--- src/rtl/msp_pkg.sv ---
`timescale 1ns / 1ps

package msp_pkg;

  localparam int unsigned ByteW  = 8;
  localparam int unsigned SizeW  = 7;
  localparam int unsigned IndexW = 6;

  localparam logic [ByteW-1:0] HdrDollar = 8'h24;
  localparam logic [ByteW-1:0] HdrM      = 8'h4D;
  localparam logic [ByteW-1:0] HdrLt     = 8'h3C;

  localparam logic [SizeW-1:0] LimitReset = 7'd64;

  typedef enum logic [2:0] {
    PH_IDLE   = 3'd0,
    PH_DOLLAR = 3'd1,
    PH_M      = 3'd2,
    PH_ARROW  = 3'd3,
    PH_CMD    = 3'd4,
    PH_BODY   = 3'd5
  } phase_e;

  typedef enum logic [1:0] {
    DR_IDLE = 2'd0,
    DR_READ = 2'd1,
    DR_LOAD = 2'd2,
    DR_HOLD = 2'd3
  } drain_e;

  typedef struct packed {
    logic [ByteW-1:0] command;
    logic [SizeW-1:0] size;
  } desc_t;

endpackage

--- src/rtl/msp_frame_parser_core.sv ---
`timescale 1ns / 1ps

// Request-frame parser for '$' 'M' '<' size cmd payload checksum. Header, size
// and command words are taken one per cycle. Payload words go into a
// MAX_PAYLOAD-byte RAM; while a previous good frame is still draining, the
// parser stalls on payload and checksum words. A good frame is queued as a
// (command, size) descriptor and drained from the RAM: an idle state takes it,
// a read state reads the RAM, a load state puts the registered data in the
// output register, and a hold state shows it until taken, then goes back to
// read or idle; an empty frame goes from idle to hold with one result.
// payload_limit is written through the cfg port, which is always ready.
module msp_frame_parser_core #(
  parameter int unsigned MAX_PAYLOAD = 64
) (
  input  logic       clk_i,
  input  logic       rst_ni,
  input  logic       in_valid_i,
  output logic       in_stall_o,
  input  logic [7:0] rx_byte_i,
  output logic       out_valid_o,
  input  logic       out_stall_i,
  output logic [7:0] command_o,
  output logic [6:0] payload_size_o,
  output logic [5:0] byte_index_o,
  output logic [7:0] payload_byte_o,
  output logic       has_payload_o,
  output logic       last_o,
  input  logic       cfg_valid_i,
  output logic       cfg_ready_o,
  input  logic [6:0] cfg_payload_limit_i
);
  import msp_pkg::*;

  localparam int unsigned AW = (MAX_PAYLOAD > 1) ? $clog2(MAX_PAYLOAD) : 1;

  logic [SizeW-1:0] limit_q;
  logic             wr_en;
  logic [AW-1:0]    wr_addr;
  logic [7:0]       wr_data;
  logic             rd_en;
  logic [AW-1:0]    rd_addr;
  logic [7:0]       rd_data;
  logic             push, pop;
  desc_t            push_desc, head_desc;
  logic             fifo_empty, fifo_full;
  logic             back_busy;
  logic             drain_busy;

  assign cfg_ready_o = 1'b1;
  assign drain_busy  = !fifo_empty || back_busy || fifo_full;

  always_ff @(posedge clk_i or negedge rst_ni) begin
    if (!rst_ni) begin
      limit_q <= LimitReset;
    end else if (cfg_valid_i && cfg_ready_o) begin
      limit_q <= cfg_payload_limit_i;
    end
  end

  msp_front #(
    .MAX_PAYLOAD(MAX_PAYLOAD)
  ) u_front (
    .clk_i      (clk_i),
    .rst_ni     (rst_ni),
    .in_valid_i (in_valid_i),
    .in_stall_o (in_stall_o),
    .rx_byte_i  (rx_byte_i),
    .limit_i    (limit_q),
    .busy_i     (drain_busy),
    .wr_en_o    (wr_en),
    .wr_addr_o  (wr_addr),
    .wr_data_o  (wr_data),
    .push_o     (push),
    .desc_o     (push_desc)
  );

  msp_ram #(
    .WIDTH(8),
    .DEPTH(MAX_PAYLOAD)
  ) u_ram (
    .clk_i     (clk_i),
    .wr_en_i   (wr_en),
    .wr_addr_i (wr_addr),
    .wr_data_i (wr_data),
    .rd_en_i   (rd_en),
    .rd_addr_i (rd_addr),
    .rd_data_o (rd_data)
  );

  msp_desc_fifo u_fifo (
    .clk_i       (clk_i),
    .rst_ni      (rst_ni),
    .push_i      (push),
    .push_desc_i (push_desc),
    .pop_i       (pop),
    .head_o      (head_desc),
    .empty_o     (fifo_empty),
    .full_o      (fifo_full)
  );

  msp_back #(
    .MAX_PAYLOAD(MAX_PAYLOAD)
  ) u_back (
    .clk_i          (clk_i),
    .rst_ni         (rst_ni),
    .empty_i        (fifo_empty),
    .head_i         (head_desc),
    .pop_o          (pop),
    .busy_o         (back_busy),
    .rd_en_o        (rd_en),
    .rd_addr_o      (rd_addr),
    .rd_data_i      (rd_data),
    .out_valid_o    (out_valid_o),
    .out_stall_i    (out_stall_i),
    .command_o      (command_o),
    .payload_size_o (payload_size_o),
    .byte_index_o   (byte_index_o),
    .payload_byte_o (payload_byte_o),
    .has_payload_o  (has_payload_o),
    .last_o         (last_o)
  );

endmodule

--- src/rtl/msp_ram.sv ---
`timescale 1ns / 1ps

module msp_ram #(
  parameter int unsigned WIDTH = 8,
  parameter int unsigned DEPTH = 64,
  localparam int unsigned AW = (DEPTH > 1) ? $clog2(DEPTH) : 1
) (
  input  logic             clk_i,
  input  logic             wr_en_i,
  input  logic [AW-1:0]    wr_addr_i,
  input  logic [WIDTH-1:0] wr_data_i,
  input  logic             rd_en_i,
  input  logic [AW-1:0]    rd_addr_i,
  output logic [WIDTH-1:0] rd_data_o
);

  logic [WIDTH-1:0] mem_q [DEPTH];
  logic [WIDTH-1:0] rd_data_q;

  always_ff @(posedge clk_i) begin
    if (wr_en_i) begin
      mem_q[wr_addr_i] <= wr_data_i;
    end
    if (rd_en_i) begin
      rd_data_q <= mem_q[rd_addr_i];
    end
  end

  assign rd_data_o = rd_data_q;

endmodule

--- src/rtl/msp_desc_fifo.sv ---
`timescale 1ns / 1ps

module msp_desc_fifo (
  input  logic           clk_i,
  input  logic           rst_ni,
  input  logic           push_i,
  input  msp_pkg::desc_t push_desc_i,
  input  logic           pop_i,
  output msp_pkg::desc_t head_o,
  output logic           empty_o,
  output logic           full_o
);
  import msp_pkg::*;

  desc_t      mem_q [2];
  logic       wr_ptr_q, wr_ptr_d;
  logic       rd_ptr_q, rd_ptr_d;
  logic [1:0] cnt_q, cnt_d;
  logic       do_push, do_pop;

  assign empty_o = (cnt_q == 2'd0);
  assign full_o  = (cnt_q == 2'd2);
  assign do_push = push_i && !full_o;
  assign do_pop  = pop_i && !empty_o;
  assign head_o  = mem_q[rd_ptr_q];

  always_comb begin
    wr_ptr_d = do_push ? !wr_ptr_q : wr_ptr_q;
    rd_ptr_d = do_pop ? !rd_ptr_q : rd_ptr_q;
    cnt_d    = cnt_q;
    if (do_push && !do_pop) begin
      cnt_d = cnt_q + 2'd1;
    end else if (do_pop && !do_push) begin
      cnt_d = cnt_q - 2'd1;
    end
  end

  always_ff @(posedge clk_i or negedge rst_ni) begin
    if (!rst_ni) begin
      wr_ptr_q <= 1'b0;
      rd_ptr_q <= 1'b0;
      cnt_q    <= 2'd0;
    end else begin
      wr_ptr_q <= wr_ptr_d;
      rd_ptr_q <= rd_ptr_d;
      cnt_q    <= cnt_d;
    end
  end

  always_ff @(posedge clk_i) begin
    if (do_push) begin
      mem_q[wr_ptr_q] <= push_desc_i;
    end
  end

endmodule

--- src/rtl/msp_front.sv ---
`timescale 1ns / 1ps

module msp_front #(
  parameter int unsigned MAX_PAYLOAD = 64,
  localparam int unsigned AW = (MAX_PAYLOAD > 1) ? $clog2(MAX_PAYLOAD) : 1
) (
  input  logic           clk_i,
  input  logic           rst_ni,
  input  logic           in_valid_i,
  output logic           in_stall_o,
  input  logic [7:0]     rx_byte_i,
  input  logic [6:0]     limit_i,
  input  logic           busy_i,
  output logic           wr_en_o,
  output logic [AW-1:0]  wr_addr_o,
  output logic [7:0]     wr_data_o,
  output logic           push_o,
  output msp_pkg::desc_t desc_o
);
  import msp_pkg::*;

  localparam logic [SizeW-1:0] MaxSize = SizeW'(MAX_PAYLOAD);

  phase_e             phase_q, phase_d;
  logic [SizeW-1:0]   size_q, size_d;
  logic [ByteW-1:0]   cmd_q, cmd_d;
  logic [ByteW-1:0]   xor_q, xor_d;
  logic [SizeW-1:0]   fill_q, fill_d;
  logic [SizeW-1:0]   eff_limit;
  logic               accept;
  logic               fill_open;

  assign eff_limit  = (limit_i > MaxSize) ? MaxSize : limit_i;
  // payload and checksum words wait while the previous frame drains
  assign in_stall_o = (phase_q == PH_BODY) && busy_i;
  assign accept     = in_valid_i && !in_stall_o;
  assign fill_open  = (fill_q < size_q) && (fill_q < MaxSize);

  assign wr_addr_o = fill_q[AW-1:0];
  assign wr_data_o = rx_byte_i;
  assign desc_o    = '{command: cmd_q, size: size_q};

  always_comb begin
    phase_d = phase_q;
    size_d  = size_q;
    cmd_d   = cmd_q;
    xor_d   = xor_q;
    fill_d  = fill_q;
    wr_en_o = 1'b0;
    push_o  = 1'b0;
    if (accept) begin
      unique case (phase_q)
        PH_DOLLAR: begin
          phase_d = (rx_byte_i == HdrM) ? PH_M : PH_IDLE;
        end
        PH_M: begin
          phase_d = (rx_byte_i == HdrLt) ? PH_ARROW : PH_IDLE;
        end
        PH_ARROW: begin
          if (rx_byte_i > {1'b0, eff_limit}) begin
            phase_d = PH_IDLE;
          end else begin
            size_d  = rx_byte_i[SizeW-1:0];
            xor_d   = rx_byte_i;
            fill_d  = '0;
            phase_d = PH_CMD;
          end
        end
        PH_CMD: begin
          cmd_d   = rx_byte_i;
          xor_d   = xor_q ^ rx_byte_i;
          phase_d = PH_BODY;
        end
        PH_BODY: begin
          if (fill_open) begin
            xor_d   = xor_q ^ rx_byte_i;
            wr_en_o = 1'b1;
            fill_d  = fill_q + 7'd1;
          end else begin
            push_o  = (xor_q == rx_byte_i);
            phase_d = PH_IDLE;
          end
        end
        default: begin
          phase_d = (rx_byte_i == HdrDollar) ? PH_DOLLAR : PH_IDLE;
        end
      endcase
    end
  end

  always_ff @(posedge clk_i or negedge rst_ni) begin
    if (!rst_ni) begin
      phase_q <= PH_IDLE;
      size_q  <= '0;
      cmd_q   <= '0;
      xor_q   <= '0;
      fill_q  <= '0;
    end else begin
      phase_q <= phase_d;
      size_q  <= size_d;
      cmd_q   <= cmd_d;
      xor_q   <= xor_d;
      fill_q  <= fill_d;
    end
  end

endmodule

--- src/rtl/msp_back.sv ---
`timescale 1ns / 1ps

module msp_back #(
  parameter int unsigned MAX_PAYLOAD = 64,
  localparam int unsigned AW = (MAX_PAYLOAD > 1) ? $clog2(MAX_PAYLOAD) : 1
) (
  input  logic           clk_i,
  input  logic           rst_ni,
  input  logic           empty_i,
  input  msp_pkg::desc_t head_i,
  output logic           pop_o,
  output logic           busy_o,
  output logic           rd_en_o,
  output logic [AW-1:0]  rd_addr_o,
  input  logic [7:0]     rd_data_i,
  output logic           out_valid_o,
  input  logic           out_stall_i,
  output logic [7:0]     command_o,
  output logic [6:0]     payload_size_o,
  output logic [5:0]     byte_index_o,
  output logic [7:0]     payload_byte_o,
  output logic           has_payload_o,
  output logic           last_o
);
  import msp_pkg::*;

  drain_e            state_q, state_d;
  logic [ByteW-1:0]  cmd_q, cmd_d;
  logic [SizeW-1:0]  size_q, size_d;
  logic [IndexW-1:0] idx_q, idx_d;
  logic [ByteW-1:0]  byte_q, byte_d;
  logic              has_q, has_d;
  logic              last_q, last_d;

  assign busy_o         = (state_q != DR_IDLE);
  assign out_valid_o    = (state_q == DR_HOLD);
  assign rd_addr_o      = idx_q[AW-1:0];
  assign command_o      = cmd_q;
  assign payload_size_o = size_q;
  assign byte_index_o   = idx_q;
  assign payload_byte_o = byte_q;
  assign has_payload_o  = has_q;
  assign last_o         = last_q;

  always_comb begin
    state_d = state_q;
    cmd_d   = cmd_q;
    size_d  = size_q;
    idx_d   = idx_q;
    byte_d  = byte_q;
    has_d   = has_q;
    last_d  = last_q;
    pop_o   = 1'b0;
    rd_en_o = 1'b0;
    unique case (state_q)
      DR_IDLE: begin
        if (!empty_i) begin
          pop_o  = 1'b1;
          cmd_d  = head_i.command;
          size_d = head_i.size;
          idx_d  = '0;
          if (head_i.size == '0) begin
            byte_d  = '0;
            has_d   = 1'b0;
            last_d  = 1'b1;
            state_d = DR_HOLD;
          end else begin
            state_d = DR_READ;
          end
        end
      end
      DR_READ: begin
        rd_en_o = 1'b1;
        state_d = DR_LOAD;
      end
      DR_LOAD: begin
        byte_d  = rd_data_i;
        has_d   = 1'b1;
        last_d  = ({1'b0, idx_q} + 7'd1) == size_q;
        state_d = DR_HOLD;
      end
      DR_HOLD: begin
        if (!out_stall_i) begin
          if (last_q) begin
            state_d = DR_IDLE;
          end else begin
            idx_d   = idx_q + 6'd1;
            state_d = DR_READ;
          end
        end
      end
      default: begin
        state_d = DR_IDLE;
      end
    endcase
  end

  always_ff @(posedge clk_i or negedge rst_ni) begin
    if (!rst_ni) begin
      state_q <= DR_IDLE;
    end else begin
      state_q <= state_d;
    end
  end

  always_ff @(posedge clk_i) begin
    cmd_q  <= cmd_d;
    size_q <= size_d;
    idx_q  <= idx_d;
    byte_q <= byte_d;
    has_q  <= has_d;
    last_q <= last_d;
  end

endmodule

--- config.mk ---
export PLATFORM = sky130hd
export DESIGN_NAME = msp_frame_parser_core
export DESIGN_NICKNAME = d
export VERILOG_FILES = /design/src/rtl/msp_pkg.sv /design/src/rtl/msp_frame_parser_core.sv /design/src/rtl/msp_ram.sv /design/src/rtl/msp_desc_fifo.sv /design/src/rtl/msp_front.sv /design/src/rtl/msp_back.sv
export SDC_FILE = /design/constraint.sdc
export NUM_CORES = 1
export LEC_CHECK = 0
export BUFFER_PORTS_ARGS = -buffer_cell sky130_fd_sc_hd__buf_2
export CELL_PAD_IN_SITES_DETAIL_PLACEMENT = 0
export CELL_PAD_IN_SITES_GLOBAL_PLACEMENT = 2
export CORE_MARGIN = 8
export CORE_UTILIZATION = 45
export DETAILED_ROUTE_END_ITERATION = 6
export PLACE_DENSITY = 0.78
export SETUP_SLACK_MARGIN = 0.5
export SLEW_MARGIN = 20
export SYNTH_ARGS = -nofsm -noshare
export SYNTH_HDL_FRONTEND = slang
export SYNTH_SLANG_ARGS = --single-unit
export TNS_END_PERCENT = 1
--- constraint.sdc ---
create_clock -name clk_i -period 4.8 [get_ports clk_i]
set_input_delay 0 -clock clk_i [delete_from_list [all_inputs] [get_ports clk_i]]
set_output_delay 0 -clock clk_i [all_outputs]
set_load 0.01 [all_outputs]
==> results.cfg <==
[clocking]
post_cts_buffers = 0
cts.htree.levels = 2
cts-root-buf = clkbuf_16
cts_buffer_depth = 3
insertion_delay_ps = 630
cts_made_buffers = 61
cts.hold.buffers_added = 25
cts_tree = yes
path_clk_slew_ps = 60
cts_resized = 0
cts.sinks = 627

[layout]
area_delta_synth_final_pct = 13.6
final_common_cell = edfxtp_1
layout-drive-gt1-share_pct = 22.7
final_cell_mix = 581 x edfxtp_1, 100 x mux4_2, 89 x nor2_1, 70 x mux2i_1, 61 x clkbuf_16
antenna_cells = 0
fillers = 4525
nNetsFinal = 1506

[outcome]
outcome = completed

[grt]
grt.met3_usage_pct = 3.44
met1_usage_pct = 27.2
antenna_found_initial = 3
grt_first_pass_wirelength_um = 89200
grt_max_degree = 73
grtUsageMet2_pct = 30.0
grt_util_all_layers_pct = 18.9
grt_pass1_vias = 13000
grt.overflow.total = 0
top_usage_layer = met2

[floorplan]
dieArea_um2 = 64100
rows = 87
initial_utilization_pct = 45.2
die_y_um = 253
die_x_um = 253
ios = 54
core_um2 = 56000

[sta]
setup_tns_ps = 0
worst_pin_slew_ps = 1060
rsz0062_at_grt = false
relSlewSlack_pct = 29.2
setup_violations = 0
period_needed_ps = 3850
max_freq_mhz = 260
fin_skew_ps = 25.8
hold-worst-slack_ps = 23.1
slew_viol_final = 0
hold_viol_final = 0
post-route-period-util_pct = 80.2

[placed_design]
hpwl_um = 38000
port_buffers = 52
gp_congestion = 0.845

[power]
p_leak_uw = 0.00945
worst_ir_drop_vdd_mv = 0.300
total_power_uw = 15500
pwr_density_cell_nw_per_um2 = 539

[logic_synthesis]
synthTopCellsByArea = edfxtp_1 69%, mux4_2 8.9%, dfrtp_1 4.5%
synth-edff-count = 581
ys_seq_area_share_pct = 73.5
synth_fp_nets = 1408
synth_area_per_cell_um2 = 18.5
synth_area_um2 = 25300
syn_inst = 1366
synthArstFlopShare_pct = 7.34
ys_warn_count = 0
synth_top_area_cell = edfxtp_1
synth.top_cell.area_share_pct = 68.9
synth-seq-cells = 627
yosys.cell_types.count = 63
synth_ff_type = edfxtp_1

[routing]
num_vias = 13000
drtIter0Drc = 1236
postRouteAntennaNets = 0
viasPerCell = 5.74
dr.pass1.iters = 5
detail_route.wirelength_um = 60300
wl_per_cell_um = 26.6
drc = 0

[min_path]
hold_class = primary input to async pin

[worst_setup_path]
reg2reg_to = u_ram.mem_q[38][3]$_DFFE_PP_
critical_path_class = flop to flop
required_ps = 5040
r2r_slack_ps = 950
worst_setup_path_start_kind = flop
arrival_ps = 4090
endpoint_kind = flop
r2r-start = u_back.state_q[0]$_DFFE_PN0P_
cp_max_fo = 15
r2r_cells = 7

[job]
max_cap_violations = 0
## per-stage QoR
step | utilization (%) | worst slack [ps] | instances | area (um2)
after floorplan | - | 2100 | 1366 | 25300
after global placement | 47.2 | 1170 | 2132 | 26400
after detailed placement | 47.2 | 937 | 2132 | 26400
after CTS | 51.4 | 946 | 2270 | 28700
after global routing | 51.4 | 553 | 2270 | 28700
final | 51.4 | 951 | 2270 | 28700
## cell families after synthesis
family | synth area share (%)
flops | 73.5
mux | 14.0
simple gates | 4.29
compound gates | 4.38
buf+inv | 1.91
xor+xnor | 0.796
fa+ha+maj | 1.09
other cells | 0.0148
## power breakdown
part	switching [uW]	internal, uW
clock	2030	2930
combinational	2190	1750
sequential	289	6300
total	4510	11000
## sequential cells by signal, summed over array words and instances, names as in the netlist, 8 cells and up
register               count
u_ram.rd_data_o            8
u_ram.mem_q              512
u_front.xor_q              8
u_front.cmd_q              8
u_back.command_o           8
u_fifo.mem_q              30
u_back.payload_byte_o      8
## worst max path at each step
stage	start	to	slack, ps	cells after the start
detailed placement	u_back.state_q[0]$_DFFE_PN0P_	u_ram.mem_q[48][3]$_DFFE_PP_	940	7
finish	u_back.state_q[0]$_DFFE_PN0P_	u_ram.mem_q[38][3]$_DFFE_PP_	950	7
floorplan	u_front.size_q[6]$_DFFE_PN0P_	u_ram.mem_q[62][0]$_DFFE_PP_	2100	8
global placement	u_back.state_q[0]$_DFFE_PN0P_	u_ram.mem_q[56][1]$_DFFE_PP_	1170	7
CTS	u_back.state_q[0]$_DFFE_PN0P_	u_ram.mem_q[48][0]$_DFFE_PP_	950	7
global route	u_back.state_q[0]$_DFFE_PN0P_	u_ram.mem_q[24][7]$_DFFE_PP_	550	7
## routing by layer
layer	up-vias	routed length, um	part of all wire (%)
met3	79	3970	6.6
met2	469	28700	48
li1	5695	-	-
met5	-	13	0.022
met1	6789	26600	44
met4	2	1110	1.8
## synthesized netlist by cell type, types with 12 or more instances
library cell  instances
edfxtp_1            581
mux4_2              100
nor2_1               89
mux2i_1              70
mux2_2               53
dfrtp_1              45
clkbuf_1             31
o22ai_1              28
inv_1                26
nand2_1              23
ha_1                 22
nor2b_1              22
a21oi_1              17
buf_2                17
nor3_1               16
a31oi_1              15
a211o_1              14
nand3_1              14
and2_1               13
xnor2_1              12
## critical path, cell delays in order, from the launching register on
cell	delay, ps
dfrtp_1	430
inv_1	130
ha_1	230
nor3b_1	520
o21ai_2	360
nor4_2	370
nand3_1	650
nor2_1	780
## cell type report
| class | instances | area (um2) | area share [%] |
|---|---|---|---|
| Clock buffer | 72 | 1570 | 5.45 |
| Clock inverter | 41 | 512 | 1.78 |
| Tap cell | 756 | 946 | 3.29 |
| Sequential cell | 627 | 18600 | 64.7 |
| Inverter | 26 | 97.6 | 0.340 |
| Multi-Input combinational cell | 642 | 6230 | 21.7 |
| Timing Repair Buffer | 106 | 791 | 2.75 |
Power figures use the tool's default switching activity.
